$ cat config.mk
export PLATFORM = sky130hd
export DESIGN_NAME = polyline_stroke_triangulator
export DESIGN_NICKNAME = d
export VERILOG_FILES = /design/src/hw/rtl/pst_pkg.sv /design/src/hw/rtl/pst_datapath.sv /design/src/hw/rtl/pst_ctrl.sv /design/src/hw/rtl/polyline_stroke_triangulator.sv
export SDC_FILE = /design/constraint.sdc
export NUM_CORES = 2
export LEC_CHECK = 0
export ABC_AREA = 1
export BUFFER_PORTS_ARGS = -buffer_cell sky130_fd_sc_hd__buf_2
export CORE_MARGIN = 2
export CORE_UTILIZATION = 40
export CTS_BUF_LIST = sky130_fd_sc_hd__clkbuf_4
export CTS_CLUSTER_DIAMETER = 100
export DETAILED_ROUTE_END_ITERATION = 8
export SLEW_MARGIN = 25
export SYNTH_ARGS = -nofsm -noshare
export SYNTH_HDL_FRONTEND = slang
export SYNTH_SLANG_ARGS = --single-unit
$ cat constraint.sdc
create_clock -name clock -period 29.2 [get_ports clock]
set_clock_uncertainty 0.2 [all_clocks]
set_input_delay 1.46 -clock clock [delete_from_list [all_inputs] [get_ports clock]]
set_output_delay 1.46 -clock clock [all_outputs]
set_load 0.1 [all_outputs]
$ cat src/hw/rtl/pst_pkg.sv
// ----------------------------------------------------------------------------
// Polyline stroke triangulator package
// Shared constants, datapath operation codes, the controller/datapath command
// and status structs, and the saturating vertex adder.
// ----------------------------------------------------------------------------
package pst_pkg;

   localparam int CORDIC_STEPS = 16;
   localparam int STEP_W       = $clog2(CORDIC_STEPS);
   // CORDIC word width: holds the rotation start value (thickness / K) with growth.
   localparam int CW           = 58;
   localparam int NORM_BIT     = 40;
   localparam int THICK_W      = 31;
   localparam int COORD_W      = 32;
   localparam logic [31:0] KINV_Q32 = 32'(64'd2608131496 +
      (((64'd2608131496 * 64'd2) / 64'd3) >> (2 * CORDIC_STEPS)));
   localparam logic [THICK_W-1:0] THICK_RESET = THICK_W'(65536);

   typedef logic [3:0] op_type;
   localparam op_type OP_NOP   = 4'd0;
   localparam op_type OP_LOAD  = 4'd1;
   localparam op_type OP_FIRST = 4'd2;
   localparam op_type OP_DIFF  = 4'd3;
   localparam op_type OP_NORM  = 4'd4;
   localparam op_type OP_VEC   = 4'd5;
   localparam op_type OP_RINIT = 4'd6;
   localparam op_type OP_ROT   = 4'd7;
   localparam op_type OP_STORE = 4'd8;
   localparam op_type OP_EMIT  = 4'd9;
   localparam op_type OP_SHIFT = 4'd10;

   typedef struct packed {
      op_type            op;
      logic              diff_older;
      logic              store_a;
      logic              store_b;
      logic              seg1;
      logic              tri2;
      logic              last_tri;
      logic [STEP_W-1:0] step;
   } cmd_type;

   typedef struct packed {
      logic norm_done;
      logic zero_dir;
   } status_type;

   // Add or subtract two coordinates and clamp to the signed 32-bit range.
   function automatic logic signed [COORD_W-1:0] sat_add(
      input logic signed [COORD_W-1:0] a,
      input logic signed [COORD_W-1:0] b,
      input logic                      sub);
      logic signed [COORD_W:0] s;
      s = sub ? ($signed({a[COORD_W-1], a}) - $signed({b[COORD_W-1], b}))
              : ($signed({a[COORD_W-1], a}) + $signed({b[COORD_W-1], b}));
      if (s[COORD_W] != s[COORD_W-1]) begin
         sat_add = s[COORD_W] ? {1'b1, {(COORD_W-1){1'b0}}} : {1'b0, {(COORD_W-1){1'b1}}};
      end else begin
         sat_add = s[COORD_W-1:0];
      end
   endfunction

endpackage

$ cat src/hw/rtl/pst_datapath.sv
// ----------------------------------------------------------------------------
// Polyline stroke triangulator datapath
// Point history, shared CORDIC shift-add unit, offset rounding and the
// triangle output register.
// ----------------------------------------------------------------------------
module pst_datapath (
   input  logic                              clock,
   input  logic                              reset,
   input  pst_pkg::cmd_type                  cmd,
   output pst_pkg::status_type               status,
   input  logic                              csr_write_enable,
   input  logic [pst_pkg::THICK_W-1:0]       csr_write_data,
   input  logic signed [pst_pkg::COORD_W-1:0] req_point_x,
   input  logic signed [pst_pkg::COORD_W-1:0] req_point_y,
   output logic signed [pst_pkg::COORD_W-1:0] rsp_vertex_a_x,
   output logic signed [pst_pkg::COORD_W-1:0] rsp_vertex_a_y,
   output logic signed [pst_pkg::COORD_W-1:0] rsp_vertex_b_x,
   output logic signed [pst_pkg::COORD_W-1:0] rsp_vertex_b_y,
   output logic signed [pst_pkg::COORD_W-1:0] rsp_vertex_c_x,
   output logic signed [pst_pkg::COORD_W-1:0] rsp_vertex_c_y,
   output logic                              rsp_last_triangle
);
   import pst_pkg::*;

   logic [THICK_W-1:0]        thick_ff;
   logic [62:0]               prod_ff;
   logic signed [COORD_W-1:0] p_x_ff, p_y_ff, new_x_ff, new_y_ff, old_x_ff, old_y_ff;
   logic signed [COORD_W-1:0] pend_x_ff, pend_y_ff, a_x_ff, a_y_ff, b_x_ff, b_y_ff;
   logic signed [CW-1:0]      x_ff, y_ff, x_in, y_in;
   logic                      flip_ff, zero_ff;
   logic [CORDIC_STEPS-1:0]   dec_ff;
   logic signed [COORD_W-1:0] va_x_ff, va_y_ff, vb_x_ff, vb_y_ff, vc_x_ff, vc_y_ff;
   logic                      last_ff;

   logic signed [COORD_W:0]   dx, dy;
   logic signed [COORD_W-1:0] ref_x, ref_y;
   logic signed [CW-1:0]      vx, vy, sx, sy, abs_y, rx, ry, tx, ty;
   logic                      dir, flip;
   logic signed [COORD_W-1:0] res_x, res_y;
   logic signed [COORD_W-1:0] pi_x, pi_y, oi_x, oi_y, pj_x, pj_y, oj_x, oj_y;

   function automatic logic signed [COORD_W-1:0] round_sat(input logic signed [CW-1:0] v);
      logic signed [CW-1:0] t;
      t = (v + $signed(CW'(64'd1 << 23))) >>> 24;
      if (t > $signed(CW'(64'h7FFF_FFFF))) begin
         round_sat = {1'b0, {(COORD_W-1){1'b1}}};
      end else if (t < -$signed(CW'(64'h8000_0000))) begin
         round_sat = {1'b1, {(COORD_W-1){1'b0}}};
      end else begin
         round_sat = t[COORD_W-1:0];
      end
   endfunction

   // Direction difference and its left normal.
   always_comb begin
      ref_x  = cmd.diff_older ? old_x_ff : new_x_ff;
      ref_y  = cmd.diff_older ? old_y_ff : new_y_ff;
      dx     = $signed({p_x_ff[COORD_W-1], p_x_ff}) - $signed({ref_x[COORD_W-1], ref_x});
      dy     = $signed({p_y_ff[COORD_W-1], p_y_ff}) - $signed({ref_y[COORD_W-1], ref_y});
      vx     = -CW'(dy);
      vy     = CW'(dx);
      flip   = vx[CW-1];
      status.zero_dir = (dx == '0) && (dy == '0);
      abs_y  = y_ff[CW-1] ? -y_ff : y_ff;
      status.norm_done = (x_ff[CW-1:NORM_BIT] != '0) || (abs_y[CW-1:NORM_BIT] != '0);
   end

   // Shared CORDIC step: vectoring picks the direction from y, rotation replays it.
   always_comb begin
      sx  = x_ff >>> cmd.step;
      sy  = y_ff >>> cmd.step;
      dir = (cmd.op == OP_VEC) ? ~y_ff[CW-1] : ~dec_ff[cmd.step];
      x_in = x_ff;
      y_in = y_ff;
      case (cmd.op)
         OP_DIFF: begin
            x_in = flip ? -vx : vx;
            y_in = flip ? -vy : vy;
         end
         OP_NORM: begin
            x_in = x_ff <<< 1;
            y_in = y_ff <<< 1;
         end
         OP_VEC, OP_ROT: begin
            x_in = dir ? x_ff + sy : x_ff - sy;
            y_in = dir ? y_ff - sx : y_ff + sx;
         end
         OP_RINIT: begin
            x_in = $signed(CW'(prod_ff[62:8]));
            y_in = '0;
         end
         default: begin
         end
      endcase
   end

   always_comb begin
      rx    = flip_ff ? -x_ff : x_ff;
      ry    = flip_ff ? -y_ff : y_ff;
      tx    = rx;
      ty    = ry;
      res_x = zero_ff ? '0 : round_sat(tx);
      res_y = zero_ff ? $signed({1'b0, thick_ff}) : round_sat(ty);
      pi_x  = cmd.seg1 ? new_x_ff : old_x_ff;
      pi_y  = cmd.seg1 ? new_y_ff : old_y_ff;
      oi_x  = cmd.seg1 ? a_x_ff : pend_x_ff;
      oi_y  = cmd.seg1 ? a_y_ff : pend_y_ff;
      pj_x  = cmd.seg1 ? p_x_ff : new_x_ff;
      pj_y  = cmd.seg1 ? p_y_ff : new_y_ff;
      oj_x  = cmd.seg1 ? b_x_ff : a_x_ff;
      oj_y  = cmd.seg1 ? b_y_ff : a_y_ff;
   end

   always_ff @(posedge clock) begin
      if (reset) begin
         thick_ff <= THICK_RESET;
      end else if (csr_write_enable) begin
         thick_ff <= csr_write_data;
      end
   end

   always_ff @(posedge clock) begin
      prod_ff <= 63'(thick_ff) * 63'(KINV_Q32);
      x_ff    <= x_in;
      y_ff    <= y_in;
      case (cmd.op)
         OP_LOAD: begin
            p_x_ff <= req_point_x;
            p_y_ff <= req_point_y;
         end
         OP_FIRST: begin
            new_x_ff <= p_x_ff;
            new_y_ff <= p_y_ff;
         end
         OP_DIFF: begin
            flip_ff <= flip;
            zero_ff <= status.zero_dir;
         end
         OP_VEC: begin
            dec_ff[cmd.step] <= ~y_ff[CW-1];
         end
         OP_STORE: begin
            if (cmd.store_a) begin
               a_x_ff <= res_x;
               a_y_ff <= res_y;
            end
            if (cmd.store_b) begin
               b_x_ff <= res_x;
               b_y_ff <= res_y;
            end
         end
         OP_SHIFT: begin
            pend_x_ff <= a_x_ff;
            pend_y_ff <= a_y_ff;
            old_x_ff  <= new_x_ff;
            old_y_ff  <= new_y_ff;
            new_x_ff  <= p_x_ff;
            new_y_ff  <= p_y_ff;
         end
         OP_EMIT: begin
            // First triangle: (pi+oi, pi-oi, pj-oj); second: (pj-oj, pj+oj, pi+oi).
            va_x_ff <= cmd.tri2 ? sat_add(pj_x, oj_x, 1'b1) : sat_add(pi_x, oi_x, 1'b0);
            va_y_ff <= cmd.tri2 ? sat_add(pj_y, oj_y, 1'b1) : sat_add(pi_y, oi_y, 1'b0);
            vb_x_ff <= cmd.tri2 ? sat_add(pj_x, oj_x, 1'b0) : sat_add(pi_x, oi_x, 1'b1);
            vb_y_ff <= cmd.tri2 ? sat_add(pj_y, oj_y, 1'b0) : sat_add(pi_y, oi_y, 1'b1);
            vc_x_ff <= cmd.tri2 ? sat_add(pi_x, oi_x, 1'b0) : sat_add(pj_x, oj_x, 1'b1);
            vc_y_ff <= cmd.tri2 ? sat_add(pi_y, oi_y, 1'b0) : sat_add(pj_y, oj_y, 1'b1);
            last_ff <= cmd.last_tri;
         end
         default: begin
         end
      endcase
   end

   assign rsp_vertex_a_x    = va_x_ff;
   assign rsp_vertex_a_y    = va_y_ff;
   assign rsp_vertex_b_x    = vb_x_ff;
   assign rsp_vertex_b_y    = vb_y_ff;
   assign rsp_vertex_c_x    = vc_x_ff;
   assign rsp_vertex_c_y    = vc_y_ff;
   assign rsp_last_triangle = last_ff;

endmodule

$ cat src/hw/rtl/pst_ctrl.sv
// ----------------------------------------------------------------------------
// Polyline stroke triangulator controller
// Sequences point intake, offset computation and triangle emission.
// ----------------------------------------------------------------------------
module pst_ctrl (
   input  logic                 clock,
   input  logic                 reset,
   input  logic                 req_valid,
   output logic                 req_ready,
   input  logic                 req_last_point,
   output logic                 rsp_valid,
   input  logic                 rsp_ready,
   output pst_pkg::cmd_type     cmd,
   input  pst_pkg::status_type  status
);
   import pst_pkg::*;

   localparam logic [3:0] S_IDLE  = 4'd0;
   localparam logic [3:0] S_FIRST = 4'd1;
   localparam logic [3:0] S_DIFF  = 4'd2;
   localparam logic [3:0] S_NORM  = 4'd3;
   localparam logic [3:0] S_VEC   = 4'd4;
   localparam logic [3:0] S_RINIT = 4'd5;
   localparam logic [3:0] S_ROT   = 4'd6;
   localparam logic [3:0] S_STORE = 4'd7;
   localparam logic [3:0] S_EMIT  = 4'd8;
   localparam logic [3:0] S_SHIFT = 4'd9;

   logic [3:0]        state_ff, state_in;
   logic [1:0]        seen_ff, seen_in;
   logic              last_ff, last_in, pass_ff, pass_in, tri_ff, tri_in;
   logic              rsp_valid_ff, rsp_valid_in;
   logic [STEP_W-1:0] step_ff, step_in;
   logic              far_seg, step_end;

   // The near segment (older to newer) is only built in the first pass with two points kept.
   assign far_seg  = !((seen_ff == 2'd2) && !pass_ff);
   assign step_end = (step_ff == STEP_W'(CORDIC_STEPS - 1));

   always_comb begin
      state_in     = state_ff;
      seen_in      = seen_ff;
      last_in      = last_ff;
      pass_in      = pass_ff;
      tri_in       = tri_ff;
      step_in      = step_ff;
      rsp_valid_in = rsp_valid_ff && !rsp_ready;
      req_ready    = 1'b0;
      cmd          = '0;
      cmd.step     = step_ff;
      cmd.diff_older = !far_seg;
      cmd.seg1     = far_seg;
      unique case (state_ff)
         S_IDLE: begin
            req_ready = 1'b1;
            if (req_valid) begin
               cmd.op   = OP_LOAD;
               last_in  = req_last_point;
               pass_in  = 1'b0;
               state_in = (seen_ff == 2'd0) ? S_FIRST : S_DIFF;
            end
         end
         S_FIRST: begin
            if (!last_ff) begin
               cmd.op  = OP_FIRST;
               seen_in = 2'd1;
            end
            state_in = S_IDLE;
         end
         S_DIFF: begin
            cmd.op   = OP_DIFF;
            state_in = status.zero_dir ? S_STORE : S_NORM;
         end
         S_NORM: begin
            if (status.norm_done) begin
               step_in  = '0;
               state_in = S_VEC;
            end else begin
               cmd.op = OP_NORM;
            end
         end
         S_VEC: begin
            cmd.op = OP_VEC;
            if (step_end) begin
               step_in  = '0;
               state_in = S_RINIT;
            end else begin
               step_in = step_ff + 1'b1;
            end
         end
         S_RINIT: begin
            cmd.op   = OP_RINIT;
            state_in = S_ROT;
         end
         S_ROT: begin
            cmd.op = OP_ROT;
            if (step_end) begin
               step_in  = '0;
               state_in = S_STORE;
            end else begin
               step_in = step_ff + 1'b1;
            end
         end
         S_STORE: begin
            cmd.op      = OP_STORE;
            cmd.store_a = !((seen_ff == 2'd2) && pass_ff);
            cmd.store_b = ((seen_ff == 2'd1) && last_ff) || ((seen_ff == 2'd2) && pass_ff);
            tri_in      = 1'b0;
            state_in    = ((seen_ff == 2'd1) && !last_ff) ? S_SHIFT : S_EMIT;
         end
         S_EMIT: begin
            if (!rsp_valid_ff || rsp_ready) begin
               cmd.op       = OP_EMIT;
               cmd.tri2     = tri_ff;
               cmd.last_tri = tri_ff && far_seg;
               rsp_valid_in = 1'b1;
               tri_in       = 1'b1;
               if (tri_ff) begin
                  if (far_seg) begin
                     seen_in  = 2'd0;
                     pass_in  = 1'b0;
                     state_in = S_IDLE;
                  end else if (last_ff) begin
                     pass_in  = 1'b1;
                     state_in = S_DIFF;
                  end else begin
                     state_in = S_SHIFT;
                  end
               end
            end
         end
         S_SHIFT: begin
            cmd.op   = OP_SHIFT;
            seen_in  = 2'd2;
            state_in = S_IDLE;
         end
         default: begin
            state_in = S_IDLE;
         end
      endcase
   end

   always_ff @(posedge clock) begin
      if (reset) begin
         state_ff     <= S_IDLE;
         seen_ff      <= 2'd0;
         last_ff      <= 1'b0;
         pass_ff      <= 1'b0;
         tri_ff       <= 1'b0;
         step_ff      <= '0;
         rsp_valid_ff <= 1'b0;
      end else begin
         state_ff     <= state_in;
         seen_ff      <= seen_in;
         last_ff      <= last_in;
         pass_ff      <= pass_in;
         tri_ff       <= tri_in;
         step_ff      <= step_in;
         rsp_valid_ff <= rsp_valid_in;
      end
   end

   assign rsp_valid = rsp_valid_ff;

endmodule

$ cat src/hw/rtl/polyline_stroke_triangulator.sv
// ----------------------------------------------------------------------------
// Polyline stroke triangulator
// Turns a stream of polyline points into stroke triangles, two per segment.
// ----------------------------------------------------------------------------
//   Channel   Direction  Handshake          Beat contents
//   req_      in         valid / ready      point x, point y, last point flag
//   rsp_      out        valid / ready      three vertices, last triangle flag
//   csr_      in         write enable only  thickness (unsigned Q15.16)
//
// When an offset is needed, a point beat runs the difference step, one
// normalizing shift per cycle, CORDIC_STEPS vectoring and CORDIC_STEPS
// rotation steps in the single shared shift-add unit, the rotation start
// and store steps and one emit step per triangle. A last point that closes
// two segments runs the offset unit twice. Reset is synchronous and active
// high. A stalled result side holds the controller in its emit state, and no
// new point is taken until all triangles of the current point are loaded.
module polyline_stroke_triangulator (
   input  logic                               clock,
   input  logic                               reset,
   input  logic                               csr_write_enable,
   input  logic [pst_pkg::THICK_W-1:0]        csr_write_data,
   input  logic                               req_valid,
   output logic                               req_ready,
   input  logic signed [pst_pkg::COORD_W-1:0] req_point_x,
   input  logic signed [pst_pkg::COORD_W-1:0] req_point_y,
   input  logic                               req_last_point,
   output logic                               rsp_valid,
   input  logic                               rsp_ready,
   output logic signed [pst_pkg::COORD_W-1:0] rsp_vertex_a_x,
   output logic signed [pst_pkg::COORD_W-1:0] rsp_vertex_a_y,
   output logic signed [pst_pkg::COORD_W-1:0] rsp_vertex_b_x,
   output logic signed [pst_pkg::COORD_W-1:0] rsp_vertex_b_y,
   output logic signed [pst_pkg::COORD_W-1:0] rsp_vertex_c_x,
   output logic signed [pst_pkg::COORD_W-1:0] rsp_vertex_c_y,
   output logic                               rsp_last_triangle
);
   import pst_pkg::*;

   // Commands flow from the controller; the datapath reports the zero
   // direction case and the end of normalization.
   cmd_type    cmd;
   status_type status;

   pst_ctrl u_ctrl (
      .clock          (clock),
      .reset          (reset),
      .req_valid      (req_valid),
      .req_ready      (req_ready),
      .req_last_point (req_last_point),
      .rsp_valid      (rsp_valid),
      .rsp_ready      (rsp_ready),
      .cmd            (cmd),
      .status         (status)
   );

   pst_datapath u_datapath (
      .clock             (clock),
      .reset             (reset),
      .cmd               (cmd),
      .status            (status),
      .csr_write_enable  (csr_write_enable),
      .csr_write_data    (csr_write_data),
      .req_point_x       (req_point_x),
      .req_point_y       (req_point_y),
      .rsp_vertex_a_x    (rsp_vertex_a_x),
      .rsp_vertex_a_y    (rsp_vertex_a_y),
      .rsp_vertex_b_x    (rsp_vertex_b_x),
      .rsp_vertex_b_y    (rsp_vertex_b_y),
      .rsp_vertex_c_x    (rsp_vertex_c_x),
      .rsp_vertex_c_y    (rsp_vertex_c_y),
      .rsp_last_triangle (rsp_last_triangle)
   );

endmodule

## Word level (Yosys, flattened, before mapping)

Cells that the tools add are included.

| cells by class | value |
|---|---|
| add/sub/neg operators | 22 |
| $mul | 1 |
| div/mod/pow operators | 0 |
| order comparisons | 6 |
| equal/unequal tests | 39 |
| shift-type cells | 2 |
| muxes and demuxes | 90 |
| bitwise operators | 2 |
| reductions and logical operators | 40 |

Operators with widths:

| kind | number |
|---|---|
| two-way mux 32 bit | 36 |
| case mux 58 bit (4 select lines) | 2 |
| two-way mux 58 bit | 7 |
| subtractor 32 x 32 -> 33 bit | 6 |
| negator 58 bit | 3 |
| adder 32 x 32 -> 33 bit | 4 |
| adder 58 x 25 -> 58 bit (second input constant) | 2 |
| adder 58 bit | 2 |
| negator 33 -> 58 bit | 2 |
| >>> shifter 58 x 4 -> 58 bit | 2 |
| subtractor 58 bit | 2 |
| > comparator 34 x 32 -> 1 bit (second input constant) | 2 |
| less-than comparator 34 x 32 -> 1 bit (second input constant) | 2 |
| zero test 33 bit | 2 |
| multiplier 31 x 29 -> 60 bit (second input constant) | 1 |
| two-way mux 4 bit | 11 |
| case mux 4 bit (10 select lines) | 1 |
| nonzero test 18 bit | 2 |
| == test 4 x 3 -> 1 bit (second input constant) | 8 |
| case mux 4 bit (8 select lines) | 1 |
| == test 4 bit (second input constant) | 6 |
| two-way mux 2 bit | 9 |
| bitwise mux 16 bit | 1 |
| == test 4 x 2 -> 1 bit (second input constant) | 4 |
| other kinds (30) | 84 |

| storage, ports and cells | value |
|---|---|
| register bits after elaboration | 816 |
| latch bits | 0 |
| bits in writable memories | 0 |
| ROM bits | 0 |
| input bits | 101 |
| word-level logic and storage cells | 235 |
| memories kept | 0 |

## Logic depth before layout (Yosys ltp)

| logic depth | value |
|---|---|
| word-level depth | 10 |
| gate-level depth with buffers | 41 |
| gate-level depth less buffers | 38 |

## Cells and area by module

From an unflattened synthesis, not the netlist that was laid out.

| second synthesis, totals | value |
|---|---|
| cells, all modules | 13,104 |
| area, all modules | 94,944.8 um^2 |

By module, submodules not included:

| module | instances | cells an instance | area each (um^2) | sequential area each (um^2) |
|---|---|---|---|---|
| pst_datapath | 1 | 12,968 | 94,057.7 | 23,072.1 |
| pst_ctrl | 1 | 136 | 887.1 | 280.3 |

## Worst setup path before layout

OpenSTA, ideal clock, no wires.

| timing | value |
|---|---|
| kind | input to register |
| start point | in rsp_ready |
| end point | reg u_datapath.x_ff[56] (data pin) |
| library setup time | 0.145 ns |
| data arrival time | 10.666 ns |
| data required time | 28.855 ns |
| setup slack | 18.189 ns |
| stages on the path | 6 |
| path buffers | 0 |
| path through | nor2_1 -> nor2_1 -> nor3_1 -> a21oi_1 -> o21ai_0 -> o21ai_1 |

| on the way | value |
|---|---|
| longest elaborated chain between the ends | 7 |
| elaborated cells on any way between the ends | 12 |
| those cells by class | eq/ne (5); mux (5); reduce/logical (2) |

RTL lines:

| element | line | source |
|---|---|---|
| start: declaration | polyline_stroke_triangulator.sv:28 | `input logic rsp_ready,` |
| logical OR 1 bit * | pst_ctrl.sv:112 | `if (!rsp_valid_ff \|\| rsp_ready) begin` |
| two-way mux 4 bit * | pst_ctrl.sv:112 |  |
| case mux 4 bit (10 select lines) * | pst_ctrl.sv:53 | `unique case (state_ff)` |
| == test 4 x 3 -> 1 bit | pst_datapath.sv:72, pst_datapath.sv:75 |  |
| two-way mux 1 bit | pst_datapath.sv:72 | `dir = (cmd.op == OP_VEC) ? ~y_ff[CW-1] : ~dec_ff[cmd.step];` |
| two-way mux 58 bit | pst_datapath.sv:85 | `x_in = dir ? x_ff + sy : x_ff - sy;` |
| case mux 58 bit (4 select lines) * | pst_datapath.sv:75 | `case (cmd.op)` |
| via u_datapath.x_in[56] | pst_datapath.sv:29 | `logic signed [CW-1:0] x_ff, y_ff, x_in, y_in;` |
| end signal: assignment | pst_datapath.sv:124 | `x_ff <= x_in;` |
| end: declaration | pst_datapath.sv:29 |  |

Mark *: on every way through the listed nets, which the timed path passes. The rest lies on a longest branch.
A chain may end at the register's enable or synchronous reset.

## Worst setup path in the final report

| timing | value |
|---|---|
| start point | reg u_ctrl.step_ff[3] |
| end point | reg u_datapath.y_ff[53] (data pin) |

| on the way | value |
|---|---|
| longest elaborated chain between the ends | 6 |
| elaborated cells on any way between the ends | 9 |
| those cells by class | add/sub (2); shift (1); mux (5); bitwise (1) |

RTL lines:

| element | line | source |
|---|---|---|
| start: declaration | pst_ctrl.sv:33 | `logic [STEP_W-1:0] step_ff, step_in;` |
| start signal: assignment | pst_ctrl.sv:158 | `step_ff <= step_in;` |
| parallel branches: the longest is 4 deep, another holds adder 58 bit | n/a |  |
| two-way mux 58 bit * | pst_datapath.sv:86 | `y_in = dir ? y_ff - sx : y_ff + sx;` |
| case mux 58 bit (4 select lines) * | pst_datapath.sv:75 |  |
| via u_datapath.y_in[53] | pst_datapath.sv:29 |  |
| end signal: assignment | pst_datapath.sv:125 | `y_ff <= y_in;` |
| end: declaration | pst_datapath.sv:29 |  |

Mark *: on every way through the listed nets, which the timed path passes. The select of a mux whose other input is x is not followed.

==> impl.org <==
** Routing
- Across all layers, the routed design uses 88.6k vias.
- For this block, the routed nets add up to 373 mm of wire.
- For this run, design rule violations remaining after detail routing come to 1.
- Final antenna-violating net count :: 0
- Pre-Repair DR Iteration Count :: 9
- For this block, the initial DRC count from the detailed router was 8,651.
- Per-cell routed wire length :: 22.5 um
- Using the TritonRoute via totals, the vias-per-cell ratio works out to 5.35.

** Pwr
- Worst-case vdd ir drop :: 0.385 mV
- Leakage power total :: 48.8 nW
- Dividing total power by cell area gives a power density of 137 nW/um^2.
- Tot Pwr :: 14.0 mW

** Placed design
- Port buffering added 295 buffers.
- RePlAce Congestion :: 1.06
- Placed Instances :: 16.1k
- Dpl hpwl :: 311 mm
- Area post-placement :: 98,400 sq um

** Final layout
- The finished cells cover 102,000 sq um.
- Ratio of cells with drive above 1 in the final layout :: 0.0834
- Counting the fill cells in the layout gives 24.7k.
- Biggest regs :: u_datapath.x_ff (58), u_datapath.y_ff (58), u_datapath.prod_ff (55)
- Area occupied by multi-input gates :: 60,700 sq um
- The area growth from synthesis to layout is 8.19%.
- The sequential cells in the finished layout cover a total of 23,400 sq um.
- The final layout contains 14.6k nets.
- Final non-filler cell total :: 16.6k

** Critical path
- Of all nets on the critical path, the largest fanout is 75.
- The largest single stage delay on the critical path is 0.93 ns.
- Critical path capture point type :: flip-flop
- Library cell contributing the largest single delay on the critical path :: sky130_fd_sc_hd__clkinv_2
- Data arrives at the worst endpoint at 9.03 ns.
- WS Path Type :: flip-flop to flip-flop
- CP startpoint kind :: flip-flop
- Crit-path most repeated cell :: sky130_fd_sc_hd__nand2_1
- Endpoint required time on the critical path :: 30.02 ns

** STA
- Setup violations remaining at the end of the flow were counted as 0.
- Achievable frequency :: 0.122 GHz
- Setup repair after global routing left no endpoint under its margin.
- Final max-slew violation count :: 0
- In this run the tightest slew margin relative to its limit is 0.211.
- The total count of hold-check failures in the final report came to 0.
- Crit share post-route :: 0.281
- Period minus WS final :: 8.21 ns
- Pin slew with the least headroom to its limit :: 1.18 ns
- Setup TNS :: 0 ns
- On the final layout, the worst hold slack is 0.145 ns.

** CTS
- The clock reaches the later pin of the worst-skew pair after 1.37 ns.
- Clock-pin slew was measured on the worst setup and hold paths at 0.08 ns.
- Maximum clock insertion buffer count :: 3
- Setup bufs post-CTS :: 0
- TritonCTS built the clock tree.
- In this run the clock root is driven by a sky130_fd_sc_hd__clkbuf_4.
- Count of hold-fix buffers inserted at cts :: 40
- Clock tree synthesis found a total of 811 sinks.
- The H-tree was split into 4 levels.
- Once the clock tree was built, the resizer swapped 0 gates to a different size.
- Total CTS buffers :: 226

** Global routing
- Number of antenna violations at the first check in global routing :: 11
- Largest net degree at the start of global routing :: 157
- Wire length of the first global-routing pass :: 547 mm
- Global routing usage summed across all routing layers :: 0.307
- Summed over all layers, the global routing overflow is 0.
- The number of global-route vias before repair was 85.2k.

** Yosys
- The number of nets handed over by synthesis was 14.3k.
- In the synthesized netlist the dominant register cell turns out to be sky130_fd_sc_hd__edfxtp_1.
- Synthesis produced 13.0k cells.
- Of all flip-flops after synthesis, the portion carrying an async set or reset was 0.
- Counting flops with a built-in enable in the synthesized netlist gives 711.
- Number of warnings printed during yosys synthesis :: 0
- Of the synthesized area, sequential elements account for 0.248.
- After synthesis the cells add up to 94,100 sq um.
- A synthesized cell averages 7.26 sq um.
- Counting flops and latches in the post-synthesis netlist gives 811.
- The netlist uses 76 different library cells.

** Floorplan
- The floorplan step defined a die boundary enclosing 239,000 sq um.
- Row generation in the floorplan step produced 178 rows.
- Core Footprint :: 235,000 sq um
- Die Span Y :: 489 um
- Effective utilization at floorplan :: 0.401
- During I/O placement, the number of pins put on the boundary was 296.
- Die Span X :: 489 um

** Hold path
- Worst hold-check path type :: input pin to flip-flop

** Job
- Max-Cap Viols :: 0

** Status
- Violated checks :: DRC
- The run finished, with violations left.
==> report_power, final <==
group / internal [mW] / switching (mW)
Clock: 0.537 / 0.567
Combinational: 3.61 / 7.37
Sequential: 1.69 / 0.212
Total: 5.83 / 8.15
==> layout make-up <==
| class | instances | area share |
|---|---|---|
| Antenna cell | 16 | 0.000393 |
| Tap cell | 3150 | 0.0387 |
| Multi-Input combinational cell | 9572 | 0.596 |
| Clock inverter | 91 | 0.00571 |
| Timing Repair Buffer | 428 | 0.0253 |
| Clock buffer | 320 | 0.0236 |
| Sequential cell | 811 | 0.229 |
| Inverter | 2176 | 0.0804 |
==> placed cells by master, fill, tap and decap left out, types with 49 or more instances in the layout <==
cell                       synthesis  routed
sky130_fd_sc_hd__nand2_1        3076    3071
sky130_fd_sc_hd__edfxtp_1        711     711
sky130_fd_sc_hd__xnor2_1         138     138
sky130_fd_sc_hd__nor3_1          116     115
sky130_fd_sc_hd__or2_2            81      81
sky130_fd_sc_hd__buf_4            19      93
sky130_fd_sc_hd__nand3_1         460     460
sky130_fd_sc_hd__o21ai_1         107     108
sky130_fd_sc_hd__clkinv_1          2      51
sky130_fd_sc_hd__buf_2            83     295
sky130_fd_sc_hd__dfxtp_1         100      96
sky130_fd_sc_hd__o21ai_0         866     861
sky130_fd_sc_hd__clkbuf_4          0     320
sky130_fd_sc_hd__o211ai_1         91      91
sky130_fd_sc_hd__nand4_1         142     142
sky130_fd_sc_hd__nor4_1           60      60
sky130_fd_sc_hd__fa_1            453     453
sky130_fd_sc_hd__a21oi_2          63      63
sky130_fd_sc_hd__mux2i_1          83      83
sky130_fd_sc_hd__inv_1          2138    2134
sky130_fd_sc_hd__o21a_1           49      49
sky130_fd_sc_hd__nor2_1         1184    1180
sky130_fd_sc_hd__a21oi_1         794     790
sky130_fd_sc_hd__xor2_1          470     469
sky130_fd_sc_hd__a31oi_1          83      83
sky130_fd_sc_hd__ha_1            805     805
==> Yosys cell counts (all sizes together) (16+ instances only) <==
library cell / n / area [sq um]
nand3b: 19 / 143
nand2: 3121 / 11800
xor2: 482 / 4310
a21boi: 32 / 244
o211ai: 97 / 758
buf: 170 / 1100
inv: 2174 / 8160
nor4: 60 / 375
xnor2: 138 / 1210
nand4: 144 / 913
a31oi: 83 / 519
o21a: 49 / 368
nor3: 122 / 647
or2: 95 / 594
edfxtp: 711 / 21400
ha: 805 / 10100
mux2i: 84 / 845
o2111ai: 16 / 140
dfxtp: 100 / 2000
a221oi: 16 / 140
a21o: 32 / 240
o21bai: 31 / 236
o22ai: 18 / 113
a21oi: 859 / 4560
o221ai: 50 / 469
o21ai: 987 / 5010
fa: 453 / 9070
clkbuf: 232 / 875
nor2: 1236 / 4830
nand3: 469 / 2390
==> logic make-up after synthesis <==
logic type / Yosys count / synth area share
buffers and inverters: 2578 / 0.108
AO/OA/AOI/OAI: 2314 / 0.140
XOR/XNOR: 620 / 0.0587
adder cells (fa/ha/maj): 1258 / 0.203
multiplexers: 84 / 0.00897
flip-flops: 811 / 0.248
AND/OR/NAND/NOR: 5296 / 0.233
==> critical path, delay by kind of cell, from the launching register on <==
kind	cells	cell delay, ns
adders and majority gates	2	0.53
xor gates and xnor gates	1	0.14
buffers and inverters	7	2.40
AOI/OAI and AO/OA	5	1.69
DFF	1	0.31
and+or+nand+nor	18	2.57
==> layer usage <==
layer / GRT usage / up-vias / wire length (um)
met5: 0 / - / 0
met4: 0.138 / 0 / 18800
met3: 0.0428 / 616 / 25000
met2: 0.500 / 3332 / 169000
met1: 0.403 / 42000 / 160000
li1: - / 42600 / -
==> per-stage QoR <==
stage	setup slack [ns]	utilization
3_5_place_dp	21.24	0.420
3_3_place_gp	21.26	0.420
5_1_grt	20.53	0.434
6_report	20.99	0.434
2_1_floorplan	18.19	-
4_1_cts	21.14	0.434
==> worst paths after layout <==
| check | slack [ns] | endpoint | cells after the start | startpoint |
|---|---|---|---|---|
| worst max-delay path | 20.99 | u_datapath.y_ff[53]$_DFFE_PP_ | 33 | u_ctrl.step_ff[3]$_SDFFE_PP0P_ |
| worst min-delay path | 0.15 | u_datapath.p_x_ff[17]$_DFFE_PN_ | 1 | req_point_x[17] |
| worst max register to register | 20.99 | u_datapath.y_ff[53]$_DFFE_PP_ | 33 | u_ctrl.step_ff[3]$_SDFFE_PP0P_ |
| worst min register to register | 0.20 | u_datapath.old_x_ff[7]$_DFFE_PP_ | 0 | u_datapath.new_x_ff[7]$_DFFE_PP_ |
(Power assumes the default switching activity.)
